[config.mk]
export PLATFORM = sky130hd
export DESIGN_NAME = per_node_cached_tx_tally_top_flat
export DESIGN_NICKNAME = d
export VERILOG_FILES = /design/src/sv/pntt_pkg.sv /design/src/sv/pntt_ifs.sv /design/src/sv/per_node_cached_tx_tally_top.sv /design/src/flat_wrapper.sv
export SDC_FILE = /design/constraint.sdc
export NUM_CORES = 2
export LEC_CHECK = 0
export BUFFER_PORTS_ARGS = -buffer_cell sky130_fd_sc_hd__buf_2
export CORE_UTILIZATION = 40
export CTS_CLUSTER_SIZE = 10
export DETAILED_ROUTE_END_ITERATION = 7
export PLACE_DENSITY = 0.64
export SLEW_MARGIN = 10
export SYNTH_ARGS = -nofsm -noshare
export SYNTH_HDL_FRONTEND = slang
export SYNTH_SLANG_ARGS = --single-unit
[constraint.sdc]
create_clock -name clock -period 10 [get_ports clock]
set_clock_uncertainty 0.2 [all_clocks]
set_input_delay 1.5 -clock clock [delete_from_list [all_inputs] [get_ports clock]]
set_output_delay 1.5 -clock clock [all_outputs]
set_load 0.02 [all_outputs]
[src/sv/pntt_pkg.sv]
// Package: widths, codes and the sequencer control store of the cached tally block.
`default_nettype none
package pntt_pkg;

   localparam int TABLE_SLOTS_DEFAULT = 64;
   localparam int NUM_NODES_W         = 7;
   localparam int NODE_ID_W           = 8;
   localparam int COUNT_W             = 16;
   localparam int CSR_ADDR_W          = 2;
   localparam int CSR_DATA_W          = 32;

   localparam logic [COUNT_W-1:0]     COUNT_MAX       = '1;
   localparam logic [NUM_NODES_W-1:0] NONZERO_MAX     = '1;
   localparam logic [NUM_NODES_W-1:0] NUM_NODES_RESET = NUM_NODES_W'(1);

   // register byte addresses
   localparam logic [CSR_ADDR_W-1:0] ADDR_NUM_NODES = CSR_ADDR_W'(0);

   typedef enum logic {
      OP_OPEN  = 1'b0,
      OP_CLOSE = 1'b1
   } op_type;

   typedef enum logic {
      STATUS_OK   = 1'b0,
      STATUS_MISS = 1'b1
   } status_type;

   typedef enum logic [2:0] {
      STEP_IDLE = 3'b001,
      STEP_SCAN = 3'b010,
      STEP_DONE = 3'b100
   } step_type;

   // one control word per step: unit enables and the three branch targets
   typedef struct packed {
      logic     accept_en;
      logic     scan_en;
      logic     emit_en;
      step_type on_stay;
      step_type on_go;
      step_type on_fail;
   } ctrl_word_type;

   function automatic ctrl_word_type ctrl_rom(input step_type step);
      ctrl_word_type word;
      unique case (step)
         STEP_IDLE: word = '{1'b1, 1'b0, 1'b0, STEP_IDLE, STEP_SCAN, STEP_DONE};
         STEP_SCAN: word = '{1'b0, 1'b1, 1'b0, STEP_SCAN, STEP_DONE, STEP_DONE};
         STEP_DONE: word = '{1'b0, 1'b0, 1'b1, STEP_DONE, STEP_IDLE, STEP_DONE};
         default:   word = '{1'b0, 1'b0, 1'b0, STEP_IDLE, STEP_IDLE, STEP_IDLE};
      endcase
      return word;
   endfunction

endpackage
`default_nettype wire

[src/sv/pntt_ifs.sv]
// Interfaces: request and response channels of the cached tally block.
`default_nettype none
interface pntt_req_if;
   import pntt_pkg::*;
   logic                 valid;
   logic                 ready;
   logic                 operation;
   logic [NODE_ID_W-1:0] node_id;
   modport source (output valid, operation, node_id, input ready);
   modport sink   (input valid, operation, node_id, output ready);
endinterface

interface pntt_rsp_if;
   logic valid;
   logic ready;
   logic status;
   logic all_nodes_cached;
   modport source (output valid, status, all_nodes_cached, input ready);
   modport sink   (input valid, status, all_nodes_cached, output ready);
endinterface
`default_nettype wire

[src/sv/per_node_cached_tx_tally_top.sv]
// Top level: per-node cached transaction tally with a microcoded slot scan.
//
//   channel   dir   handshake                 payload
//   req_ch    in    valid / ready             operation, node_id
//   rsp_ch    out   valid / ready             status, all_nodes_cached
//   csr       in    psel / penable / pready   paddr, pwdata, prdata (num_nodes)
//
// A request takes an accept step, one scan step per slot searched (up to
// min(num_nodes, TABLE_SLOTS), stopping at the first match, or for an open
// at the first free slot) and a step that loads the response register. The
// slot scan reads the slot memory once a cycle. Rejected requests skip the scan.
// Reset is synchronous and clears the slot valid bits at once; no sweep.
// A pending response does not block the next request; a stalled response
// holds the sequencer in its final step until the register frees.
`default_nettype none
module per_node_cached_tx_tally_top #(
   parameter int TABLE_SLOTS = pntt_pkg::TABLE_SLOTS_DEFAULT
) (
   input  wire logic                                clock,
   input  wire logic                                reset,
   pntt_req_if.sink                                 req_ch,
   pntt_rsp_if.source                               rsp_ch,
   input  wire logic                                psel,
   input  wire logic                                penable,
   input  wire logic                                pwrite,
   input  wire logic [pntt_pkg::CSR_ADDR_W-1:0]     paddr,
   input  wire logic [pntt_pkg::CSR_DATA_W-1:0]     pwdata,
   output logic      [pntt_pkg::CSR_DATA_W-1:0]     prdata,
   output logic                                     pready
);
   import pntt_pkg::*;

   localparam int IDX_W  = (TABLE_SLOTS > 1) ? $clog2(TABLE_SLOTS) : 1;
   localparam int LIM_W  = $clog2(TABLE_SLOTS + 1);
   localparam int CMP_W  = (LIM_W > NUM_NODES_W) ? LIM_W : NUM_NODES_W;
   localparam int ENTRY_W = NODE_ID_W + COUNT_W;

   // configuration
   logic [NUM_NODES_W-1:0] num_nodes_ff, num_nodes_in;
   logic                   csr_write;

   // sequencer
   step_type      step_ff, step_in;
   ctrl_word_type ctrl;
   logic          go, fail;

   // request registers
   op_type               op_ff, op_in;
   logic [NODE_ID_W-1:0] id_ff, id_in;
   logic                 req_fire, id_ok;

   // scan datapath
   logic [IDX_W-1:0] index_ff, index_in;
   logic [CMP_W-1:0] limit, idx_plus1;
   logic             last;
   logic [IDX_W-1:0] rd_addr;

   // slot memory and valid bits
   logic [ENTRY_W-1:0]   slot_mem [TABLE_SLOTS];
   logic [TABLE_SLOTS-1:0] slot_valid_ff, slot_valid_in;
   logic [ENTRY_W-1:0]   rd_data_ff;
   logic                 rd_valid_ff;
   logic [NODE_ID_W-1:0] rd_node;
   logic [COUNT_W-1:0]   rd_count, new_count;
   logic                 node_match, claim, hit, mem_we;
   logic [ENTRY_W-1:0]   wr_data;

   logic [NUM_NODES_W-1:0] nonzero_ff, nonzero_in;
   status_type             status_ff, status_in;

   // response register
   logic rsp_valid_ff, rsp_valid_in;
   logic rsp_status_ff, rsp_status_in;
   logic rsp_all_ff, rsp_all_in;
   logic out_free;

   // ---------------- configuration port ----------------
   assign pready    = 1'b1;
   assign csr_write = psel & penable & pwrite & pready;

   always_comb begin
      num_nodes_in = num_nodes_ff;
      if (csr_write && paddr == ADDR_NUM_NODES) begin
         num_nodes_in = pwdata[NUM_NODES_W-1:0];
      end
   end

   always_comb begin
      prdata = '0;
      if (paddr == ADDR_NUM_NODES) begin
         prdata = CSR_DATA_W'(num_nodes_ff);
      end
   end

   // ---------------- sequencer ----------------
   assign ctrl         = ctrl_rom(step_ff);
   assign req_ch.ready = ctrl.accept_en;
   assign req_fire     = req_ch.valid & req_ch.ready;

   assign limit = (CMP_W'(num_nodes_ff) > CMP_W'(TABLE_SLOTS)) ?
                  CMP_W'(TABLE_SLOTS) : CMP_W'(num_nodes_ff);
   assign id_ok = (req_ch.node_id != '0) && (limit != '0);

   assign idx_plus1 = CMP_W'(index_ff) + CMP_W'(1);
   assign last      = (idx_plus1 == limit);

   assign out_free = ~rsp_valid_ff | rsp_ch.ready;

   assign go   = (ctrl.accept_en & req_fire & id_ok) |
                 (ctrl.scan_en & hit) |
                 (ctrl.emit_en & out_free);
   assign fail = (ctrl.accept_en & req_fire & ~id_ok) |
                 (ctrl.scan_en & ~hit & last);

   always_comb begin
      priority if (fail) begin
         step_in = ctrl.on_fail;
      end else if (go) begin
         step_in = ctrl.on_go;
      end else begin
         step_in = ctrl.on_stay;
      end
   end

   // ---------------- scan datapath ----------------
   assign rd_node  = rd_data_ff[ENTRY_W-1:COUNT_W];
   assign rd_count = rd_data_ff[COUNT_W-1:0];

   assign node_match = rd_valid_ff && (rd_node == id_ff);
   assign claim      = ~rd_valid_ff && (op_ff == OP_OPEN);
   assign hit        = node_match | claim;
   assign mem_we     = ctrl.scan_en & hit;

   always_comb begin
      new_count = rd_count;
      if (op_ff == OP_OPEN) begin
         if (rd_count != '0) new_count = rd_count - COUNT_W'(1);
      end else begin
         if (rd_count != COUNT_MAX) new_count = rd_count + COUNT_W'(1);
      end
   end

   assign wr_data = claim ? {id_ff, COUNT_W'(0)} : {rd_node, new_count};

   // prefetch the next slot while the current one is checked
   always_comb begin
      rd_addr = index_ff;
      if (ctrl.accept_en) begin
         rd_addr = '0;
      end else if (ctrl.scan_en && !last) begin
         rd_addr = idx_plus1[IDX_W-1:0];
      end
   end

   always_comb begin
      op_in         = op_ff;
      id_in         = id_ff;
      index_in      = index_ff;
      status_in     = status_ff;
      nonzero_in    = nonzero_ff;
      slot_valid_in = slot_valid_ff;
      if (ctrl.accept_en && req_fire) begin
         op_in     = op_type'(req_ch.operation);
         id_in     = req_ch.node_id;
         index_in  = '0;
         status_in = id_ok ? STATUS_OK : STATUS_MISS;
      end
      if (ctrl.scan_en) begin
         if (hit) begin
            status_in = STATUS_OK;
            if (claim) begin
               slot_valid_in[index_ff] = 1'b1;
            end else if (op_ff == OP_OPEN) begin
               if (rd_count == COUNT_W'(1) && nonzero_ff != '0) begin
                  nonzero_in = nonzero_ff - NUM_NODES_W'(1);
               end
            end else begin
               if (rd_count == '0 && nonzero_ff != NONZERO_MAX) begin
                  nonzero_in = nonzero_ff + NUM_NODES_W'(1);
               end
            end
         end else if (last) begin
            status_in = STATUS_MISS;
         end else begin
            index_in = idx_plus1[IDX_W-1:0];
         end
      end
   end

   // ---------------- response register ----------------
   always_comb begin
      rsp_valid_in  = rsp_valid_ff & ~rsp_ch.ready;
      rsp_status_in = rsp_status_ff;
      rsp_all_in    = rsp_all_ff;
      if (ctrl.emit_en && out_free) begin
         rsp_valid_in  = 1'b1;
         rsp_status_in = status_ff;
         rsp_all_in    = (nonzero_ff == num_nodes_ff);
      end
   end

   assign rsp_ch.valid            = rsp_valid_ff;
   assign rsp_ch.status           = rsp_status_ff;
   assign rsp_ch.all_nodes_cached = rsp_all_ff;

   // ---------------- registers ----------------
   always_ff @(posedge clock) begin
      if (reset) begin
         num_nodes_ff  <= NUM_NODES_RESET;
         step_ff       <= STEP_IDLE;
         nonzero_ff    <= '0;
         slot_valid_ff <= '0;
         rsp_valid_ff  <= 1'b0;
      end else begin
         num_nodes_ff  <= num_nodes_in;
         step_ff       <= step_in;
         nonzero_ff    <= nonzero_in;
         slot_valid_ff <= slot_valid_in;
         rsp_valid_ff  <= rsp_valid_in;
      end
   end

   always_ff @(posedge clock) begin
      op_ff         <= op_in;
      id_ff         <= id_in;
      index_ff      <= index_in;
      status_ff     <= status_in;
      rsp_status_ff <= rsp_status_in;
      rsp_all_ff    <= rsp_all_in;
   end

   // slot memory: one write port, one registered read port
   always_ff @(posedge clock) begin
      if (mem_we) begin
         slot_mem[index_ff] <= wr_data;
      end
      rd_data_ff  <= slot_mem[rd_addr];
      rd_valid_ff <= slot_valid_in[rd_addr] & slot_valid_ff[rd_addr];
   end

endmodule
`default_nettype wire

[src/flat_wrapper.sv]
// flat-port wrapper written by rule: the top's interface ports become plain ports
module per_node_cached_tx_tally_top_flat import pntt_pkg::*;
#(
   parameter int TABLE_SLOTS = pntt_pkg::TABLE_SLOTS_DEFAULT
)
  (clock, reset, psel, penable, pwrite, paddr, pwdata, prdata, pready, req_ch_valid, req_ch_operation, req_ch_node_id, req_ch_ready, rsp_ch_valid, rsp_ch_status, rsp_ch_all_nodes_cached, rsp_ch_ready);
  pntt_req_if req_ch_i ();
  pntt_rsp_if rsp_ch_i ();
  input  wire logic clock;
  input  wire logic reset;
  input  wire logic psel;
  input  wire logic penable;
  input  wire logic pwrite;
  input  wire logic [pntt_pkg::CSR_ADDR_W-1:0] paddr;
  input  wire logic [pntt_pkg::CSR_DATA_W-1:0] pwdata;
  output logic      [pntt_pkg::CSR_DATA_W-1:0] prdata;
  output logic pready;
  input wire logic [$bits(req_ch_i.valid)-1:0] req_ch_valid;
  input wire logic [$bits(req_ch_i.operation)-1:0] req_ch_operation;
  input wire logic [$bits(req_ch_i.node_id)-1:0] req_ch_node_id;
  output wire logic [$bits(req_ch_i.ready)-1:0] req_ch_ready;
  output wire logic [$bits(rsp_ch_i.valid)-1:0] rsp_ch_valid;
  output wire logic [$bits(rsp_ch_i.status)-1:0] rsp_ch_status;
  output wire logic [$bits(rsp_ch_i.all_nodes_cached)-1:0] rsp_ch_all_nodes_cached;
  input wire logic [$bits(rsp_ch_i.ready)-1:0] rsp_ch_ready;
  assign req_ch_i.valid = req_ch_valid;
  assign req_ch_i.operation = req_ch_operation;
  assign req_ch_i.node_id = req_ch_node_id;
  assign req_ch_ready = req_ch_i.ready;
  assign rsp_ch_valid = rsp_ch_i.valid;
  assign rsp_ch_status = rsp_ch_i.status;
  assign rsp_ch_all_nodes_cached = rsp_ch_i.all_nodes_cached;
  assign rsp_ch_i.ready = rsp_ch_ready;
  per_node_cached_tx_tally_top #(.TABLE_SLOTS(TABLE_SLOTS)) u_core (.clock(clock), .reset(reset), .req_ch(req_ch_i), .rsp_ch(rsp_ch_i), .psel(psel), .penable(penable), .pwrite(pwrite), .paddr(paddr), .pwdata(pwdata), .prdata(prdata), .pready(pready));
endmodule
## Yosys cells after proc, flatten, opt, wreduce, memory -nomap -nowiden

Memory sizes are Yosys's and may differ from the RTL's. A register that Yosys moved wholly into a read port is not among the register bits.
Index checks and enable logic that the tools add are counted.

| storage, ports and cells | value |
|---|---|
| register bits | 101 |
| bits in latches | 0 |
| bits in writable memories | 1536 |
| ROM bits | 0 |
| output and inout port bits | 37 |
| logic and storage cells | 111 |
| memories | 1 |

Memories:

| name | depth | bits a word | rd ports | clocked after memory_dff | wr ports | RTL line | source |
|---|---|---|---|---|---|---|---|
| u_core.slot_mem | 64 | 24 | 1 | 1 | 1 | per_node_cached_tx_tally_top.sv:59 | `logic [ENTRY_W-1:0] slot_mem [TABLE_SLOTS];` |

| cells by class | value |
|---|---|
| $add $sub $neg | 5 |
| multipliers | 0 |
| div/mod/pow operators | 0 |
| magnitude comparators | 4 |
| equality and inequality tests | 10 |
| shift operators | 0 |
| multiplexer cells | 35 |
| bitwise gates (word level) | 25 |
| reductions and logical operators | 19 |

Operators with widths:

| cell | number |
|---|---|
| 2-to-1 mux 64 bit | 3 |
| bitwise OR 64 bit | 1 |
| 2-to-1 mux 16 bit | 3 |
| 2-to-1 mux 6 bit | 6 |
| one-hot mux 12 bit (3 select lines) | 1 |
| 2-to-1 mux 7 bit | 5 |
| 2-to-1 mux 24 bit | 1 |
| adder 16 x 1 -> 16 bit (second input constant) | 1 |
| equality test 16 x 1 -> 1 bit (second input constant) | 1 |
| zero test 16 bit | 1 |
| != test 16 bit (second input constant) | 1 |
| nonzero test 16 bit | 1 |
| subtractor 16 x 1 -> 16 bit (second input constant) | 1 |
| equality test 7 bit | 2 |
| less-than comparator 6 x 7 -> 1 bit (second input constant) | 2 |
| nonzero test 7 bit | 2 |
| bitwise AND 1 bit | 12 |
| binary-select mux 1 bit (select 6 bit) | 2 |
| 2-to-1 mux 1 bit | 11 |
| logical AND 1 bit | 10 |
| equality test 8 bit | 1 |
| nonzero test 8 bit | 1 |
| adder 6 x 1 -> 7 bit (second input constant) | 1 |
| adder 7 x 1 -> 7 bit (second input constant) | 1 |
| 16 further kinds | 27 |

## Logic depth before layout (Yosys ltp)

| logic depth | value |
|---|---|
| word-level depth | 11 |
| depth in mapped cells | 21 |

## Worst setup path after synthesis

Ideal clock, no wire load.

| timing path | value |
|---|---|
| path type | reg-to-reg |
| from | reg u_core.rd_data_ff[5], read port of u_core.slot_mem |
| to | mem u_core.slot_mem[0][15] (netlist name), data pin |
| arrival time | 4794 ps |
| slack | 4457 ps |
| stages on the path, launching flop included | 11 |
| path buffers | 1 |
| cells stage by stage | dfxtp_1 clkbuf_1 or4_1 or3_1 or3_1 or4_1 or4_1 nor3_1 xor2_1 a21oi_1 a21oi_1 |

| on the way | value |
|---|---|
| longest elaborated chain between the ends | 4 |
| elaborated cells on any way between the ends | 8 |

RTL lines:

| what | RTL line | source |
|---|---|---|
| from (decl) | per_node_cached_tx_tally_top.sv:61 | `logic [ENTRY_W-1:0] rd_data_ff;` |
| subtractor 16 x 1 -> 16 bit, or another cell as far along | per_node_cached_tx_tally_top.sv:137 | `if (rd_count != '0) new_count = rd_count - COUNT_W'(1);` |
| 2-to-1 mux 16 bit, on equally long branches | per_node_cached_tx_tally_top.sv:137, per_node_cached_tx_tally_top.sv:139 |  |
| 2-to-1 mux 16 bit * | per_node_cached_tx_tally_top.sv:136 | `if (op_ff == OP_OPEN) begin` |
| 2-to-1 mux 24 bit * | per_node_cached_tx_tally_top.sv:143 | `assign wr_data = claim ? {id_ff, COUNT_W'(0)} : {rd_node, new_count};` |
| net u_core.wr_data[15] | per_node_cached_tx_tally_top.sv:66 | `logic [ENTRY_W-1:0] wr_data;` |
| to (decl) | per_node_cached_tx_tally_top.sv:59 |  |

The timed path passes the listed nets; every way through them passes the cells marked *.

## Final worst setup path

| timing path | value |
|---|---|
| from | reg u_core.index_ff[4] |
| to | reg u_core.rd_data_ff[9], read port of u_core.slot_mem |

| on the way | value |
|---|---|
| longest elaborated chain between the ends | 6 |

RTL lines:

| what | RTL line | source |
|---|---|---|
| from (decl) | per_node_cached_tx_tally_top.sv:53 | `logic [IDX_W-1:0] index_ff, index_in;` |
| from (signal assigned) | per_node_cached_tx_tally_top.sv:226 | `index_ff <= index_in;` |
| adder 6 x 1 -> 7 bit | per_node_cached_tx_tally_top.sv:104 | `assign idx_plus1 = CMP_W'(index_ff) + CMP_W'(1);` |
| equality test 7 bit | per_node_cached_tx_tally_top.sv:105 | `assign last = (idx_plus1 == limit);` |
| zero test 1 bit | per_node_cached_tx_tally_top.sv:150 | `end else if (ctrl.scan_en && !last) begin` |
| logical AND 1 bit | per_node_cached_tx_tally_top.sv:150 |  |
| 2-to-1 mux 6 bit * | per_node_cached_tx_tally_top.sv:150 |  |
| 2-to-1 mux 6 bit * | per_node_cached_tx_tally_top.sv:148 | `if (ctrl.accept_en) begin` |

Every way passes the cells marked *; elsewhere a longest branch is shown, timed or not.
A chain may end at the register's enable or synchronous reset.

==> impl_metrics.ini <==
[run_status]
status = finished, final reports clean

[yosys]
synth_edf_count = 1547
synth_area_leaders = edfxtp_1, nand2_1, mux2i_1
synth_area_um2 = 65800
yosys_warnings = 0
synth_cell_types = 75
synthArstFlopShare_pct = 0
avgSynthCellArea_um2 = 15.06
synth_top_cell_area_share_pct = 70.60
yosys_most_used_dff = edfxtp_1
syn_inst = 4369
ys_seq_elements = 1661
yosysSeqAreaShare_pct = 74.07
yosys.area.top_type = edfxtp_1

[global_route]
grt_pass1_wl_mm = 254.3
use_met2_pct = 32.87
grt_pass1_vias = 36943
antenna_found_initial = 11
met3_usage_pct = 4.362
overflow = 0
grtUsageTotal_pct = 20.84
grt_busiest_layer = met2
grt_util_met1_pct = 28.35
grt_start_max_net_pins = 132

[power_and_ir_drop]
p_int_mw = 11.19
p_sw_mw = 2.955
swShare_pct = 20.89
pwr-share-comb_pct = 3.1
p_seq_share_pct = 54.8
p_per_area_nw_per_um2 = 191.0
power.leakage_nw = 23.66
clkPwrFrac_pct = 42.1
ir_drop_mv = 0.1852

[clock_network]
cts_resized = 0
cts_made_buffers = 186
cts_setup_buffers = 0
cts_root_buf = clkbuf_16
cts_hold_buf = 0
cts_tree = yes
clock_path_buffers = 3
cts_sinks = 1661
cts_max_level = 4
clkLatencyLatePin_ns = 0.81
clk_pin_slew_ns = 0.06

[timing]
timing.final.crit_share_pct = 68.98
relSlewSlack_pct = 20.15
period_needed_ns = 6.898
setup_violations = 0
tns_ns = 0
grt_setup_unrepaired = false
max_clock_freq_mhz = 145.0
worstMarginPinSlew_ns = 1.195
drv_slew = 0
finalHoldViolCount = 0

[cells_and_area]
drive_gt1_share_pct = 13.85
fillCellCount = 14056
syn_to_final_growth_pct = 12.56
fin_nets = 4524
ff_latch_area_um2 = 48740
final_common_cell = edfxtp_1
final_cell_mix = edfxtp_1, nand2_1, a21oi_1
multiInputGateArea_um2 = 16170
finalCoreUtilization_pct = 45.45

[min_path]
whs_path_depth = 2
min_path_type = reg2reg
hp-start = u_core.slot_valid_ff[20]
hold_path_end = u_core.slot_valid_ff[20]

[setup_path]
worstSetupPathType = reg2reg
arrival_ns = 7.36
crit_required_ns = 10.46
critPathMaxFanout = 53
start_kind = flip-flop
reg2reg_to = u_core.rd_data_ff[9]
r2r_slack_ns = 3.10
end_kind = flip-flop
ff2ff_path_depth = 13
timing.rr.start = u_core.index_ff[4]

[detailed_routing]
post_drt_via_cell_ratio = 5.747
drtAntennaViolNets = 0
dr.pass1.iters = 5
drc = 0
vias = 38541
wire_per_inst_um = 26.30
drtIter0Drc = 4473
drt_wl_total_mm = 176.3

[floorplan]
dieHeight_um = 407.6
dieArea_um2 = 166100
start_util_pct = 40.38
io_pins = 87
core-area_um2 = 163000
chipWidth_um = 407.6
rows = 148

[placement]
hpwl_mm = 100.7
gp_congestion = 0.9085
numPortBuffers = 35

[job]
maxCapViolations = 0
logic make-up after synthesis:
kind of cell             share of synthesized area (%)
other                                          0.01141
multiplexers                                     7.646
buffers and inverters                            2.141
adder cells (fa/ha/maj)                         0.2206
flip-flops                                       74.07
AND/OR/NAND/NOR                                  9.352
XOR/XNOR                                        0.5590
AO/OA/AOI/OAI                                    6.003
synth_stat cells, types with 70 or more instances:
cell      number
nand2_1      712
mux2i_1      238
clkbuf_1     149
nor2_1       197
dfxtp_1      114
o22ai_1       75
buf_2         70
a21oi_1      252
or4_1         97
mux4_2        98
edfxtp_1    1547
nand3_1      198
layer usage:
layer,vias up,share of wire [%]
met4,0,3.7
met1,19570,41
met5,-,0
met3,310,8.3
met2,1731,47
li1,16930,-
power by group through the flow:
| stage | Sequential, mW | Clock (mW) | Combinational, mW |
|---|---|---|---|
| 2_1_floorplan | 7.89 | 0 | 0.221 |
| 3_3_place_gp | 7.89 | 0 | 0.423 |
| 3_5_place_dp | 7.89 | 0 | 0.440 |
| 4_1_cts | 7.75 | 6.04 | 0.440 |
| 5_1_grt | 7.75 | 6.29 | 0.463 |
| 6_report | 7.75 | 5.95 | 0.443 |
area by class of cell:
cell class | count | share of cell area (%)
repair buffers | 170 | 1.689
diodes | 3 | 0.01014
well taps | 2175 | 3.674
multi-input cells | 2426 | 21.83
clock inverters | 13 | 0.2889
clock buffers | 240 | 6.614
inverters | 18 | 0.09123
flip-flops and latches | 1661 | 65.80
sequential cells by signal (all words and copies together), names as in the netlist:
signal,count
u_core.slot_mem,1536
u_core.slot_valid_ff,64
u_core.rd_data_ff,24
u_core.id_ff,8
u_core.nonzero_ff,7
u_core.num_nodes_ff,7
u_core.index_ff,6
u_core.step_ff,3
u_core.op_ff,1
u_core.rd_valid_ff,1
u_core.rsp_ch.all_nodes_cached,1
u_core.rsp_ch.status,1
u_core.rsp_ch.valid,1
u_core.status_ff,1
critical path, cell delays in order, from the launching register on:
cell,delay [ns]
dfxtp_1,0.65
nand3_1,0.68
nor2_1,0.37
a22oi_1,0.13
or3_1,0.59
o21ai_4,0.40
mux2i_2,0.26
buf_4,0.34
and2_2,0.66
buf_4,0.76
nand3_1,0.14
o2111ai_1,0.41
o211ai_1,0.46
or4_1,0.63
metrics by stage:
stage	setup WS, ns	hold WS, ns	cell area, µm²	power [mW]	cells
6_report	3.102	0.2668	74060	14.15	6706
5_1_grt	2.832	0.2846	74060	14.50	6703
4_1_cts	3.273	0.2647	74060	14.23	6703
3_5_place_dp	3.314	0.2522	68940	8.330	6450
3_3_place_gp	3.369	0.2403	68940	8.313	6450
2_1_floorplan	4.457	0.2086	65890	8.111	4393
worst max path at each step:
stage,end,depth (start not counted),start
after floorplan,u_core.slot_mem[0][15],10,u_core.rd_data_ff[5]
after global placement,u_core.rd_data_ff[9],13,u_core.index_ff[4]
after detailed placement,u_core.rd_data_ff[9],13,u_core.index_ff[4]
after CTS,u_core.rd_data_ff[9],13,u_core.index_ff[4]
after global routing,u_core.rd_data_ff[9],13,u_core.index_ff[4]
final,u_core.rd_data_ff[9],13,u_core.index_ff[4]
(Power assumes the default switching activity.)
